[src/rtl/b2s_pkg.sv]
// types, constants and tables for the blake2s hash engine
package b2s_pkg;

  typedef struct packed {
    logic        action;
    logic [31:0] data_word;
    logic [2:0]  byte_count;
  } b2s_in_t;

  typedef struct packed {
    logic [31:0] digest_word;
    logic [2:0]  word_bytes;
    logic        last;
  } b2s_out_t;

  typedef struct packed {
    logic [31:0] a;
    logic [31:0] b;
    logic [31:0] c;
    logic [31:0] d;
  } b2s_quad_t;

  localparam logic       ACT_ABSORB   = 1'b0;
  localparam logic       ACT_FINALIZE = 1'b1;
  localparam logic [31:0] PARAM_CONST = 32'h0101_0000;
  localparam logic [5:0] DS_MAX       = 6'd32;
  localparam logic [3:0] LAST_ROUND   = 4'd9;

  localparam logic [31:0] IV [8] = '{
    32'h6a09e667, 32'hbb67ae85, 32'h3c6ef372, 32'ha54ff53a,
    32'h510e527f, 32'h9b05688c, 32'h1f83d9ab, 32'h5be0cd19
  };

  localparam logic [3:0] SIGMA [10][16] = '{
    '{4'd0, 4'd1, 4'd2, 4'd3, 4'd4, 4'd5, 4'd6, 4'd7,
      4'd8, 4'd9, 4'd10, 4'd11, 4'd12, 4'd13, 4'd14, 4'd15},
    '{4'd14, 4'd10, 4'd4, 4'd8, 4'd9, 4'd15, 4'd13, 4'd6,
      4'd1, 4'd12, 4'd0, 4'd2, 4'd11, 4'd7, 4'd5, 4'd3},
    '{4'd11, 4'd8, 4'd12, 4'd0, 4'd5, 4'd2, 4'd15, 4'd13,
      4'd10, 4'd14, 4'd3, 4'd6, 4'd7, 4'd1, 4'd9, 4'd4},
    '{4'd7, 4'd9, 4'd3, 4'd1, 4'd13, 4'd12, 4'd11, 4'd14,
      4'd2, 4'd6, 4'd5, 4'd10, 4'd4, 4'd0, 4'd15, 4'd8},
    '{4'd9, 4'd0, 4'd5, 4'd7, 4'd2, 4'd4, 4'd10, 4'd15,
      4'd14, 4'd1, 4'd11, 4'd12, 4'd6, 4'd8, 4'd3, 4'd13},
    '{4'd2, 4'd12, 4'd6, 4'd10, 4'd0, 4'd11, 4'd8, 4'd3,
      4'd4, 4'd13, 4'd7, 4'd5, 4'd15, 4'd14, 4'd1, 4'd9},
    '{4'd12, 4'd5, 4'd1, 4'd15, 4'd14, 4'd13, 4'd4, 4'd10,
      4'd0, 4'd7, 4'd6, 4'd3, 4'd9, 4'd2, 4'd8, 4'd11},
    '{4'd13, 4'd11, 4'd7, 4'd14, 4'd12, 4'd1, 4'd3, 4'd9,
      4'd5, 4'd0, 4'd15, 4'd4, 4'd8, 4'd6, 4'd2, 4'd10},
    '{4'd6, 4'd15, 4'd14, 4'd9, 4'd11, 4'd3, 4'd0, 4'd8,
      4'd12, 4'd2, 4'd13, 4'd7, 4'd1, 4'd4, 4'd10, 4'd5},
    '{4'd10, 4'd2, 4'd8, 4'd4, 4'd7, 4'd6, 4'd1, 4'd5,
      4'd15, 4'd11, 4'd9, 4'd14, 4'd3, 4'd12, 4'd13, 4'd0}
  };

  // working vector positions a, b, c, d for each of the eight mixes
  localparam logic [3:0] MIX_IDX [8][4] = '{
    '{4'd0, 4'd4, 4'd8, 4'd12}, '{4'd1, 4'd5, 4'd9, 4'd13},
    '{4'd2, 4'd6, 4'd10, 4'd14}, '{4'd3, 4'd7, 4'd11, 4'd15},
    '{4'd0, 4'd5, 4'd10, 4'd15}, '{4'd1, 4'd6, 4'd11, 4'd12},
    '{4'd2, 4'd7, 4'd8, 4'd13}, '{4'd3, 4'd4, 4'd9, 4'd14}
  };

endpackage

[src/rtl/blake2s_hash_engine_core.sv]
// blake2s hash engine top level
// Unkeyed BLAKE2s. Input channel in_valid/in_ready carries in_item:
// absorb (0 to 4 bytes, packed low) or finalize. Output channel
// out_valid/out_ready gives one digest word per transaction, a quarter
// of the digest length rounded up in all, the last one flagged.
// cfg_valid/cfg_ready writes the digest length and restarts the hash;
// it is taken only while the engine is idle.
// The message block sits in a 16-word buffer memory with registered
// reads; each mixing step takes one message word from it.
// An absorb transaction writes its bytes into the buffer one by one
// before the input is ready again; when a full block has to be
// compressed first, that comes before the next byte (one half mix per
// cycle, 160 steps, plus the start, load and fold). A finalize
// transaction pads one byte per cycle up to the block end, compresses,
// then shows one digest word per cycle as the receiver takes them.
// A stalled receiver holds the current word; no input is accepted
// until the last word is taken. Reset restores a digest length of 32 and
// the initial chaining value; the buffer needs no clearing.
module blake2s_hash_engine_core (
  input  logic               clk,
  input  logic               rst,
  input  logic               in_valid,
  output logic               in_ready,
  input  b2s_pkg::b2s_in_t   in_item,
  output logic               out_valid,
  input  logic               out_ready,
  output b2s_pkg::b2s_out_t  out_item,
  input  logic               cfg_valid,
  output logic               cfg_ready,
  input  logic [5:0]         cfg_data
);

  typedef enum logic [6:0] {
    IDLE   = 7'b0000001,
    ABSORB = 7'b0000010,
    PAD    = 7'b0000100,
    INIT   = 7'b0001000,
    ROUND  = 7'b0010000,
    FOLD   = 7'b0100000,
    EMIT   = 7'b1000000
  } state_t;

  state_t      state;
  logic [6:0]  pos;
  logic [63:0] counter;
  logic [63:0] tcount;
  logic        fin;
  logic        ret_emit;
  logic [31:0] data;
  logic [2:0]  cnt;
  logic [2:0]  idx;
  logic [3:0]  rnd;
  logic [3:0]  step;
  logic [2:0]  k;
  logic [5:0]  ds;
  logic [31:0] h [8];
  logic [31:0] v [16];

  logic [7:0]  buf_mem [16][4];
  logic        we;
  logic [7:0]  wbyte;
  logic [3:0]  raddr;
  logic [31:0] rdata;

  logic [5:0]  ds_clamped;
  logic [3:0]  rnd_next, step_next;
  logic [2:0]  g;
  b2s_pkg::b2s_quad_t q_in, q_out;
  logic [5:0]  rem;
  logic [31:0] wsel;

  assign in_ready  = (state == IDLE) && !cfg_valid;
  assign cfg_ready = (state == IDLE);
  assign out_valid = (state == EMIT);

  always_comb begin
    if (cfg_data == 6'd0) begin
      ds_clamped = 6'd1;
    end else if (cfg_data > b2s_pkg::DS_MAX) begin
      ds_clamped = b2s_pkg::DS_MAX;
    end else begin
      ds_clamped = cfg_data;
    end
  end

  // next mixing step, so the registered read has its word ready when that step begins
  always_comb begin
    if (step == 4'd15) begin
      step_next = 4'd0;
      rnd_next  = (rnd == b2s_pkg::LAST_ROUND) ? 4'd0 : rnd + 4'd1;
    end else begin
      step_next = step + 4'd1;
      rnd_next  = rnd;
    end
    raddr = (state == INIT) ? b2s_pkg::SIGMA[0][0] : b2s_pkg::SIGMA[rnd_next][step_next];
  end

  assign we    = (state == ABSORB && idx != cnt && !pos[6]) || (state == PAD && !pos[6]);
  assign wbyte = (state == ABSORB) ? data[7:0] : 8'd0;

  always_ff @(posedge clk) begin
    if (we) begin
      buf_mem[pos[5:2]][pos[1:0]] <= wbyte;
    end
    rdata <= {buf_mem[raddr][3], buf_mem[raddr][2], buf_mem[raddr][1], buf_mem[raddr][0]};
  end

  assign g = step[3:1];
  always_comb begin
    q_in.a = v[b2s_pkg::MIX_IDX[g][0]];
    q_in.b = v[b2s_pkg::MIX_IDX[g][1]];
    q_in.c = v[b2s_pkg::MIX_IDX[g][2]];
    q_in.d = v[b2s_pkg::MIX_IDX[g][3]];
  end

  b2s_mix u_mix (
    .q_in  (q_in),
    .x     (rdata),
    .half  (step[0]),
    .q_out (q_out)
  );

  // digest word selection and byte masking
  always_comb begin
    rem  = ds - {1'b0, k, 2'b00};
    wsel = h[k];
    out_item.last = (rem <= 6'd4);
    if (rem >= 6'd4) begin
      out_item.word_bytes  = 3'd4;
      out_item.digest_word = wsel;
    end else begin
      out_item.word_bytes = rem[2:0];
      case (rem[1:0])
        2'd1:    out_item.digest_word = {24'd0, wsel[7:0]};
        2'd2:    out_item.digest_word = {16'd0, wsel[15:0]};
        2'd3:    out_item.digest_word = {8'd0, wsel[23:0]};
        default: out_item.digest_word = wsel;
      endcase
    end
  end

  always_ff @(posedge clk) begin
    if (rst) begin
      state   <= IDLE;
      pos     <= 7'd0;
      counter <= 64'd0;
      ds      <= b2s_pkg::DS_MAX;
      idx     <= 3'd0;
      k       <= 3'd0;
      for (int i = 1; i < 8; i++) begin
        h[i] <= b2s_pkg::IV[i];
      end
      h[0] <= b2s_pkg::IV[0] ^ b2s_pkg::PARAM_CONST ^ {26'd0, b2s_pkg::DS_MAX};
    end else begin
      case (state)
        IDLE: begin
          if (cfg_valid) begin
            ds      <= ds_clamped;
            pos     <= 7'd0;
            counter <= 64'd0;
            for (int i = 1; i < 8; i++) begin
              h[i] <= b2s_pkg::IV[i];
            end
            h[0] <= b2s_pkg::IV[0] ^ b2s_pkg::PARAM_CONST ^ {26'd0, ds_clamped};
          end else if (in_valid) begin
            if (in_item.action == b2s_pkg::ACT_FINALIZE) begin
              tcount   <= counter + {57'd0, pos};
              fin      <= 1'b1;
              ret_emit <= 1'b1;
              state    <= PAD;
            end else begin
              data  <= in_item.data_word;
              cnt   <= (in_item.byte_count > 3'd4) ? 3'd4 : in_item.byte_count;
              idx   <= 3'd0;
              state <= ABSORB;
            end
          end
        end
        ABSORB: begin
          if (idx == cnt) begin
            state <= IDLE;
          end else if (pos[6]) begin
            // full block waits for a further byte before compression
            counter  <= counter + 64'd64;
            tcount   <= counter + 64'd64;
            fin      <= 1'b0;
            ret_emit <= 1'b0;
            pos      <= 7'd0;
            state    <= INIT;
          end else begin
            data <= {8'd0, data[31:8]};
            pos  <= pos + 7'd1;
            idx  <= idx + 3'd1;
          end
        end
        PAD: begin
          if (pos[6]) begin
            state <= INIT;
          end else begin
            pos <= pos + 7'd1;
          end
        end
        INIT: begin
          for (int i = 0; i < 8; i++) begin
            v[i] <= h[i];
          end
          for (int i = 0; i < 4; i++) begin
            v[i + 8] <= b2s_pkg::IV[i];
          end
          v[12] <= b2s_pkg::IV[4] ^ tcount[31:0];
          v[13] <= b2s_pkg::IV[5] ^ tcount[63:32];
          v[14] <= b2s_pkg::IV[6] ^ {32{fin}};
          v[15] <= b2s_pkg::IV[7];
          rnd   <= 4'd0;
          step  <= 4'd0;
          state <= ROUND;
        end
        ROUND: begin
          v[b2s_pkg::MIX_IDX[g][0]] <= q_out.a;
          v[b2s_pkg::MIX_IDX[g][1]] <= q_out.b;
          v[b2s_pkg::MIX_IDX[g][2]] <= q_out.c;
          v[b2s_pkg::MIX_IDX[g][3]] <= q_out.d;
          if (rnd == b2s_pkg::LAST_ROUND && step == 4'd15) begin
            state <= FOLD;
          end
          rnd  <= rnd_next;
          step <= step_next;
        end
        FOLD: begin
          for (int i = 0; i < 8; i++) begin
            h[i] <= h[i] ^ v[i] ^ v[i + 8];
          end
          k     <= 3'd0;
          state <= ret_emit ? EMIT : ABSORB;
        end
        EMIT: begin
          if (out_ready) begin
            if (out_item.last) begin
              pos     <= 7'd0;
              counter <= 64'd0;
              for (int i = 1; i < 8; i++) begin
                h[i] <= b2s_pkg::IV[i];
              end
              h[0]  <= b2s_pkg::IV[0] ^ b2s_pkg::PARAM_CONST ^ {26'd0, ds};
              state <= IDLE;
            end else begin
              k <= k + 3'd1;
            end
          end
        end
        default: state <= IDLE;
      endcase
    end
  end

endmodule

[src/rtl/b2s_mix.sv]
// one half of the blake2s mixing function
module b2s_mix (
  input  b2s_pkg::b2s_quad_t q_in,
  input  logic [31:0]        x,
  input  logic               half,
  output b2s_pkg::b2s_quad_t q_out
);

  logic [31:0] a1, d0, d1, c1, b0, b1;

  always_comb begin
    a1 = q_in.a + q_in.b + x;
    d0 = q_in.d ^ a1;
    // first half rotates by 16 and 12, second half by 8 and 7
    d1 = half ? {d0[7:0], d0[31:8]} : {d0[15:0], d0[31:16]};
    c1 = q_in.c + d1;
    b0 = q_in.b ^ c1;
    b1 = half ? {b0[6:0], b0[31:7]} : {b0[11:0], b0[31:12]};
    q_out.a = a1;
    q_out.b = b1;
    q_out.c = c1;
    q_out.d = d1;
  end

endmodule

[config.mk]
export PLATFORM = sky130hd
export DESIGN_NAME = blake2s_hash_engine_core
export DESIGN_NICKNAME = d
export VERILOG_FILES = /design/src/rtl/b2s_pkg.sv /design/src/rtl/blake2s_hash_engine_core.sv /design/src/rtl/b2s_mix.sv
export SDC_FILE = /design/constraint.sdc
export NUM_CORES = 2
export LEC_CHECK = 0
export BUFFER_PORTS_ARGS = -buffer_cell sky130_fd_sc_hd__clkbuf_2
export CORE_ASPECT_RATIO = 1.25
export CORE_MARGIN = 4
export CORE_UTILIZATION = 48
export DETAILED_ROUTE_END_ITERATION = 12
export GPL_TIMING_DRIVEN = 1
export SYNTH_ARGS = -nofsm -noshare
export SYNTH_HDL_FRONTEND = slang
export SYNTH_SLANG_ARGS = --single-unit
[constraint.sdc]
create_clock -name clk -period 27.2 [get_ports clk]
set_input_delay 2.72 -clock clk [delete_from_list [all_inputs] [get_ports clk]]
set_output_delay 2.72 -clock clk [all_outputs]
set_load 0.05 [all_outputs]
==> results by group <==
Logic synthesis
  • Area contributors post-synth: edfxtp_1 51%, mux4_2 5.6%, dfxtp_1 4.7%
  • Yosys warnings: 0
  • #FFs+latches synth: 1,507
  • Post-synth cell types: 111
  • Main synth FF type: edfxtp_1
  • Avg Inst Size Synth: 11.9 µm²
  • Seq/Total Area, Yosys: 55.8%
  • Post-Synthesis Cells: 6,510
  • Most common cell in the netlist: edfxtp_1
  • Synth area leader: edfxtp_1
  • Mapped Nets: 6,678
  • FFs w/ async S/R, synth: 0%
  • Post-synth EDFFs: 1,324
  • Share of Yosys cell area claimed by the top area cell type: 51.1%
  • Synthesized area: 0.0778 mm²
  • Synth cell count leaders: 1,324 x edfxtp_1, 802 x nand2_1, 613 x nor2_1, 330 x mux2i_1, 321 x xnor2_1

Timing
  • Min cycle time layout: 11.93 ns
  • Final hold vios: 0
  • Final period utilization: 43.9%
  • Final setup violating endpoints: 0
  • Worst-Margin Slew: 1.19 ns
  • Fmax: 0.0838 GHz
  • Relative slew slack: 20.1%
  • RSZ-0062 raised after global routing: no
  • Setup TNS: 0 ns
  • Skew final: 0.0546 ns
  • Final slew viol count: 0

Worst hold path
  • Hold endpoint: data[12]
  • Hold Path Cell Cnt: 2
  • Hold Crit Class: flop to flop
  • Hold Path Origin: data[20]

Setup path
  • Worst path top cell family by delay: compound AO/OA/AOI/OAI gates
  • Crit Path Class: flop to flop
  • CP max stage cell: o21ai_0
  • Required @ worst endpoint: 27.72 ns
  • Worst flop-to-flop path endpoint: v[5][14]
  • Worst Setup SP: step[1]
  • CP Launch Type: flop
  • CP max stage delay: 0.96 ns
  • RR Startpoint: step[1]
  • Worst r2r path cells: 36
  • Crit path max fanout: 25
  • WP data arrival: 12.45 ns
  • WP buf/inv: 7
  • R2R Setup Slk: 15.27 ns
  • Setup crit end kind: flop

Clocking
  • # H-tree levels: 4
  • CTS Hold Bufs: 0
  • Post-CTS setup buffers: 0
  • Worst-skew pair later-pin latency: 0.83 ns
  • CTS buffer count: 160
  • Sink Count: 1,507
  • Post-cts sizing count: 0
  • CTS root buf: clkbuf_16
  • Clock Path Buffers: 3
  • CTS tree: yes
  • Worst-path clk slew: 0.06 ns

Power
  • Clock power share: 40.1%
  • Leak: 29.7 nW
  • Sw Ratio: 26.3%
  • Worst vdd ir: 0.0000722 V
  • Sequential share of power: 49.9%
  • Overall power: 5.54 mW
  • Cell Pwr Density: 64.4 mW/mm²
  • Gate power share: 10.0%
  • Sw Pwr: 1.46 mW
  • Power Internal: 4.08 mW

GRT
  • GRT Total Usage: 31.9%
  • Global-route wire length before repair: 389,000 µm
  • Pin count of the biggest net entering global routing: 159
  • Initial antenna violation count: 11
  • Gr ovfl total: 0
  • Vias in the first global route: 53,800

Placement
  • Hpwl dp: 186,000 µm
  • IO Port Bufs: 85
  • Placer Congestion: 1.02

Detailed routing
  • Post-route DRC: 0
  • Total Routed Length: 275,000 µm
  • Post-DR wirelength/cell: 31.2 µm
  • Post-route ant nets: 0
  • First drt pass iteration count: 6
  • Initial DRC count: 6,809
  • Vias/cell: 6.27
  • Vias: 55,200

Finish
  • Filler cell count in the final layout: 13,800
  • Synth-to-Final Area Change: 10.5%
  • Fraction of layout instances using a drive strength above 1: 14.3%
  • Final nets: 6,670

Die
  • Die ar.: 0.169 mm²
  • Die Y: 458 µm
  • Row count: 164
  • Io pins: 86
  • Die width: 368 µm
  • Initial Util: 48.5%
  • Core Area: 0.160 mm²

Outcome
  • Status: finished clean

Job
  • Number of max-cap violations: 0
==> layout make-up <==
| class | instances | area, µm² | area share, % |
|---|---|---|---|
| sequential | 1507 | 43400 | 50.6 |
| tap | 2158 | 2700 | 3.14 |
| timing repair buffer | 202 | 1340 | 1.56 |
| multi-input combinational | 4394 | 32200 | 37.5 |
| inverter | 237 | 893 | 1.04 |
| clock buffer | 216 | 4510 | 5.25 |
| clock inverter | 84 | 793 | 0.923 |
| antenna | 4 | 10.0 | 0.0117 |
==> per-layer routing <==
layer / routed length, µm / GRT usage [%] / vias to the layer above
li1: - / - / 23800
met1: 103000 / 40.0 / 27800
met2: 130000 / 52.1 / 2922
met3: 23400 / 5.82 / 697
met4: 18400 / 18.5 / 8
met5: 99 / 0 / -
==> per-stage QoR <==
step / setup WS (ns) / hold slack [ns] / cell area [µm²] / instances / utilization (%)
after detailed placement: 15.39 / 0.495 / 80600 / 8498 / 50.2
after CTS: 15.37 / 0.496 / 85900 / 8798 / 53.5
after global routing: 14.71 / 0.515 / 85900 / 8798 / 53.5
after global placement: 15.53 / 0.480 / 80600 / 8498 / 50.2
final: 15.27 / 0.498 / 85900 / 8802 / 53.5
after floorplan: 13.09 / 0.454 / 77800 / 6510 / -
==> power groups by stage <==
stage               combinational (mW)  clock (mW)  sequential [mW]
CTS                              0.552        2.24             2.76
global route                     0.595        2.34             2.77
floorplan                        0.357           0             2.78
detailed placement               0.550           0             2.81
global placement                 0.540           0             2.81
finish                           0.554        2.22             2.76
==> worst max path at each step <==
stage                to  cells after the start  slack, ns
2_1_floorplan  ret_emit                      3      13.09
3_3_place_gp   v[5][14]                     33      15.53
3_5_place_dp   v[5][14]                     33      15.39
4_1_cts        v[5][14]                     33      15.37
5_1_grt        v[6][14]                     33      14.71
6_report       v[5][14]                     36      15.27
==> cells in the final DEF, fill, tap and decap left out, types with 34 or more instances in the layout <==
| cell type | Yosys | layout |
|---|---|---|
| mux2_2 | 181 | 181 |
| buf_4 | 1 | 115 |
| dfxtp_1 | 183 | 180 |
| o31ai_1 | 51 | 51 |
| a22oi_1 | 37 | 37 |
| and2_1 | 35 | 35 |
| and3_1 | 50 | 40 |
| clkbuf_2 | 0 | 84 |
| o21ai_0 | 308 | 307 |
| o221ai_1 | 37 | 37 |
| edfxtp_1 | 1324 | 1324 |
| nand3_1 | 72 | 71 |
| o211ai_1 | 36 | 36 |
| xnor2_1 | 321 | 321 |
| nor3_1 | 73 | 70 |
| nor2_1 | 613 | 598 |
| nand2_1 | 802 | 773 |
| ha_1 | 87 | 86 |
| fa_1 | 34 | 34 |
| a21oi_1 | 316 | 315 |
| nand4_1 | 34 | 34 |
| mux2i_1 | 330 | 330 |
| mux4_2 | 192 | 192 |
| a311oi_1 | 34 | 34 |
| clkbuf_16 | 0 | 163 |
| inv_1 | 235 | 230 |
| xor2_1 | 293 | 293 |
==> logic make-up after synthesis <==
| logic type | count (synthesis) | synth area share, % |
|---|---|---|
| and+or+nand+nor | 1859 | 10.4 |
| adders and majority gates | 121 | 2.28 |
| muxes | 716 | 12.6 |
| AOI/OAI and AO/OA | 1074 | 8.60 |
| xor gates and xnor gates | 624 | 7.19 |
| buffers and inverters | 609 | 3.05 |
| DFF | 1507 | 55.8 |
==> flip-flops by register name (all words and copies together), names as in the netlist, 4 cells and up, named ones only <==
| name | count |
|---|---|
| data | 32 |
| rnd | 4 |
| ds | 6 |
| tcount | 64 |
| step | 4 |
| pos | 7 |
| counter | 58 |
| rdata | 32 |
| h | 256 |
| v | 512 |
| state | 7 |
| buf_mem | 512 |
==> worst reg2reg max path: cells and delay by family, from the launching register on <==
kind	cells	cell delay [ns]
muxes	2	0.81
buffers and inverters	7	1.76
DFF	1	0.32
adders and majority gates	5	1.66
and+or+nand+nor	6	1.27
xor gates and xnor gates	3	1.32
AOI/OAI and AO/OA	13	4.55
(Power assumes the default switching activity.)
